### config.mk
export PLATFORM = sky130hd
export DESIGN_NAME = ssrr_ctrl
export DESIGN_NICKNAME = d
export VERILOG_FILES = /design/src/hw/rtl/serial_speech_rom_reader_defines.svh /design/src/hw/rtl/ssrr_pkg.sv /design/src/hw/rtl/ssrr_ctrl.sv
export SDC_FILE = /design/constraint.sdc
export NUM_CORES = 1
export LEC_CHECK = 0
export BUFFER_PORTS_ARGS = -buffer_cell sky130_fd_sc_hd__buf_2
export CORE_AREA = 3 3 40 42
export DETAILED_ROUTE_END_ITERATION = 8
export DIE_AREA = 0 0 43 45
export PLACE_DENSITY = 0.39
export SLEW_MARGIN = 5
export SYNTH_ARGS = -nofsm -noshare
export SYNTH_HDL_FRONTEND = slang
export SYNTH_SLANG_ARGS = --single-unit
export TNS_END_PERCENT = 10
### constraint.sdc
create_clock -name clock -period 1.5 [get_ports clock]
set_input_delay 0.3 -clock clock [delete_from_list [all_inputs] [get_ports clock]]
set_output_delay 0.3 -clock clock [all_outputs]
set_load 0.05 [all_outputs]
### src/hw/rtl/serial_speech_rom_reader_defines.svh
// Assertion macros used by the serial speech ROM reader RTL.
`ifndef SERIAL_SPEECH_ROM_READER_DEFINES_SVH
`define SERIAL_SPEECH_ROM_READER_DEFINES_SVH

`ifndef ASSERT_OFF

// The consequent must hold in the same cycle as the antecedent.
`define SSRR_ASSERT(lbl, clk, rst, ante, cons, msg) \
   lbl: assert property (@(posedge clk) disable iff (rst) (ante) |-> (cons)) else $error(msg);

// The consequent must hold in the cycle after the antecedent.
`define SSRR_ASSERT_NEXT(lbl, clk, rst, ante, cons, msg) \
   lbl: assert property (@(posedge clk) disable iff (rst) (ante) |=> (cons)) else $error(msg);

`else

`define SSRR_ASSERT(lbl, clk, rst, ante, cons, msg)
`define SSRR_ASSERT_NEXT(lbl, clk, rst, ante, cons, msg)

`endif

`endif

### src/hw/rtl/ssrr_pkg.sv
// Shared types and constants for the serial speech ROM reader.
`default_nettype none

package ssrr_pkg;

   localparam int ROM_DEPTH_DEFAULT = 32768;

   localparam int ADDR_W  = 18;
   localparam int LIMIT_W = 19;
   localparam int LEN_W   = 16;

   localparam logic [LEN_W-1:0]  ROM_LENGTH_RESET = 16'd32768;
   localparam logic [4:0]        NIBBLE_MAX_POS   = 5'd20;
   localparam logic [4:0]        NIBBLE_STEP      = 5'd4;
   localparam logic [3:0]        BITS_PER_BYTE    = 4'd8;
   localparam logic [ADDR_W-1:0] BRANCH_KEEP      = 18'h3C000;
   localparam logic [ADDR_W-1:0] BRANCH_LOW       = 18'h03FFF;

   // Register index as decoded from the word address bit of the bus.
   localparam logic CSR_ROM_LENGTH = 1'b0;

   typedef enum logic [1:0] {
      MODE_WRITE  = 2'd0,
      MODE_LOAD   = 2'd1,
      MODE_READ   = 2'd2,
      MODE_BRANCH = 2'd3
   } mode_type;

   typedef enum logic [1:0] {
      ST_IDLE,
      ST_FETCH_LO,
      ST_EXEC
   } ctrl_state_type;

   typedef struct packed {
      logic accept;    // capture the incoming item
      logic latch_lo;  // first ROM byte is on the read port
      logic rd_next;   // read port addresses the following byte
      logic exec;      // commit the item and load the result register
   } cmd_type;

   typedef struct packed {
      logic req_reads_rom;
   } status_type;

endpackage

`default_nettype wire

### src/hw/rtl/ssrr_ctrl.sv
// Controller state machine of the serial speech ROM reader.
`default_nettype none

module ssrr_ctrl import ssrr_pkg::*; (
   input  wire logic       clock,
   input  wire logic       reset,
   input  wire logic       req_valid,
   output logic            req_ready,
   output logic            rsp_valid,
   input  wire logic       rsp_ready,
   input  wire status_type status,
   output cmd_type         cmd
);

   ctrl_state_type state_ff, state_in;
   logic           rsp_valid_ff, rsp_valid_in;
   logic           slot_free;

   always_ff @(posedge clock) begin
      if (reset) begin
         state_ff     <= ST_IDLE;
         rsp_valid_ff <= 1'b0;
      end else begin
         state_ff     <= state_in;
         rsp_valid_ff <= rsp_valid_in;
      end
   end

   assign slot_free = !rsp_valid_ff || rsp_ready;

   always_comb begin
      state_in = state_ff;
      cmd      = '0;
      unique case (state_ff)
         ST_IDLE: begin
            if (req_valid) begin
               cmd.accept = 1'b1;
               state_in   = status.req_reads_rom ? ST_FETCH_LO : ST_EXEC;
            end
         end
         ST_FETCH_LO: begin
            cmd.latch_lo = 1'b1;
            cmd.rd_next  = 1'b1;
            state_in     = ST_EXEC;
         end
         ST_EXEC: begin
            cmd.rd_next = 1'b1;
            if (slot_free) begin
               cmd.exec = 1'b1;
               state_in = ST_IDLE;
            end
         end
         default: state_in = ST_IDLE;
      endcase
   end

   always_comb begin
      rsp_valid_in = rsp_valid_ff;
      if (cmd.exec) begin
         rsp_valid_in = 1'b1;
      end else if (rsp_ready) begin
         rsp_valid_in = 1'b0;
      end
   end

   assign req_ready = (state_ff == ST_IDLE);
   assign rsp_valid = rsp_valid_ff;

endmodule

`default_nettype wire

==> impl_metrics.toml <==
[floorplan]
design.core.area_mm2 = 0.001285
dieArea_mm2 = 0.001935
ios = 11
die-height_um = 45
die_x_um = 43
initial_core_util = 0.1772
row_count = 13

[timing]
tightest_slew_ns = 0.2424
fin_crit_sh = 0.9553
slew_headroom = 0.8380
final_max_slew_viol_count = 0
setup-tns-final_ns = 0
rsz0062_at_grt = "yes"
max_clock_freq_mhz = 697.8
final-setup-viol-count = 0
fin_hold_ws_ns = 0.2688
period_needed_ns = 1.433
fin_worst_skew_ns = 0.001915
hold_viol = 0

[power_and_ir_drop]
p_leak_uw = 0.0001554
peakVddDrop_mv = 0.2890
p_total_uw = 421.7
powerDensity_mw_per_mm2 = 1239

[cells_and_area]
antenna_cells = 0
final_cell_area_um2 = 340.3
layout_common_cells = "6 x buf_2, 5 x clkbuf_4, 3 x ha_1"
syn_to_final_growth_pct = 49.45
final_cells = 52
n_fill_cell = 145
final_common_cell = "buf_2"
final_nets = 47
layout-drive-gt1-share = 0.5405

[critical_path]
reg2regPathDepth = 5
path_max_fanout = 3
crit_required_ns = 1.20
r2r_start = "state_ff[1]$_SDFFE_PP0P_"
worstPathArrival_ns = 1.13
critical_path_class = "reg2out"
timing.rr.end = "state_ff[1]$_SDFFE_PP0P_"
rrSetupSlack_ns = 0.26
worstSetupStartpointType = "flop"
endpoint_kind = "output port"

[clock_network]
cts_hold_buffers = 0
insertion_delay_ns = 0.23
cts_tree = "built"
root_buffer = "clkbuf_4"
cts_made_buffers = 3
clock_sinks = 3
clk_pin_slew_ns = 0.03
h-tree-depth = 1
cts_max_path_buffers = 2

[yosys]
avgSynthCellArea_um2 = 9.488
synth.area.top_cells = "dfxtp_1 26%, ha_1 22%, and3b_4 5.5%"
synth_top_area_cell = "dfxtp_1"
synth_warnings = 0
ys_seq_elements = 3
netlist_area_um2 = 227.7
ys_seq_area_frac = 0.2637
yosysTopAreaCellShare = 0.2637
synth_cells = 24
synthDistinctLibCells = 15
synth_fp_nets = 33

[placed_design]
dp_cells = 48
portBuffers = 10
gp_congestion = 0.6470
place_area_um2 = 289.0

[global_route]
grt_pass1_wl_um = 800
antenna_found_initial = 0
grt_pass1_vias = 216
globalRoute.totalOverflow = 0
track_usage = 0.05731
grt_max_degree = 5

[drt]
first_pass_iters = 2
drtIter0Drc = 2
drc = 0
avgViaCountPerCell = 3.731
wl_um = 437
antenna_left = 0
vias = 194
post_drt_wl_per_cell_um = 8.404

[hold_path]
hold-path-cell-count = 2
min_to = "state_ff[0]$_SDFFE_PP0P_"
worstHoldPathType = "in2reg"
hold_start = "reset"

[run]
maxCapViolCount = 0

[run_status]
status = "finished, final reports clean"
[through the flow]
stage,setup WS (ns),util
after floorplan,0.0004807,-
after global placement,0.1551,0.2249
after detailed placement,0.1383,0.2249
after CTS,0.007326,0.2512
after global routing,-0.01222,0.2648
final,0.06698,0.2648
[routing by layer]
metal / GRT usage / up-vias / wire length (µm)
met2: 0.09581 / 2 / 247
li1: - / 106 / -
met4: 0.05422 / 0 / 0
met3: 0.02789 / 0 / 20
met5: 0 / - / 0
met1: 0.05024 / 86 / 169
[final cells by class]
type,instances,area [µm²],area share
Multi-Input combinational cell,17,155.1,0.4559
Timing Repair Buffer,10,67.56,0.1985
Sequential cell,3,61.31,0.1801
Clock buffer,4,26.28,0.07721
Tap cell,15,18.77,0.05515
Inverter,3,11.26,0.03309
[timing repair]
item | 4_1_cts | 5_1_grt
setup endpoints to repair | 2 | 4
resized for setup | 5 | 6
endpoints found under the hold margin | 0 | 0
setup buffers | 0 | 0
[kinds of logic after synthesis]
logic type                 after synthesis  share of synthesized area
and+or+nand+nor                          8                     0.3132
AOI/OAI and AO/OA                        5                     0.1209
buffers and inverters                    4                    0.08243
adders and majority gates                4                     0.2198
DFF                                      3                     0.2637
[how the worst max path moves through the flow]
stage / startpoint / endpoint / slack (ns) / depth (start not counted)
6_report: state_ff[0]$_SDFFE_PP0P_ / cmd[0] / 0.07 / 4
5_1_grt: state_ff[0]$_SDFFE_PP0P_ / cmd[0] / -0.01 / 4
4_1_cts: state_ff[0]$_SDFFE_PP0P_ / cmd[0] / 0.007 / 4
3_5_place_dp: state_ff[0]$_SDFFE_PP0P_ / cmd[0] / 0.14 / 4
3_3_place_gp: state_ff[0]$_SDFFE_PP0P_ / cmd[0] / 0.16 / 4
2_1_floorplan: state_ff[0]$_SDFFE_PP0P_ / state_ff[1]$_SDFFE_PP0P_ / 0.0005 / 5
[synth_stat cells]
library cell,number
ha_1,4
a21oi_1,2
nor2b_1,1
nor4_2,1
o21ai_1,2
and3b_4,1
nor3b_2,1
nor2_1,1
nand4b_1,1
and3b_1,1
dfxtp_1,3
a21boi_0,1
buf_4,1
inv_1,3
and2_1,1
[report_power, final]
group | internal [µW] | switching (µW)
registers | 89.5 | 6.60
logic | 65.0 | 124
clock network | 99.3 | 36.9
[registers in the layout, indices dropped and copies added, names as in the netlist]
signal / count
state_ff: 2
rsp_valid: 1
[critical path, cell delays in order, from the launching register on]
cell and delay, ns:
dfxtp_2 0.32, inv_2 0.07, ha_2 0.18, a21boi_2 0.16, buf_6 0.17
Note: power is estimated with default switching activity, not from simulation.
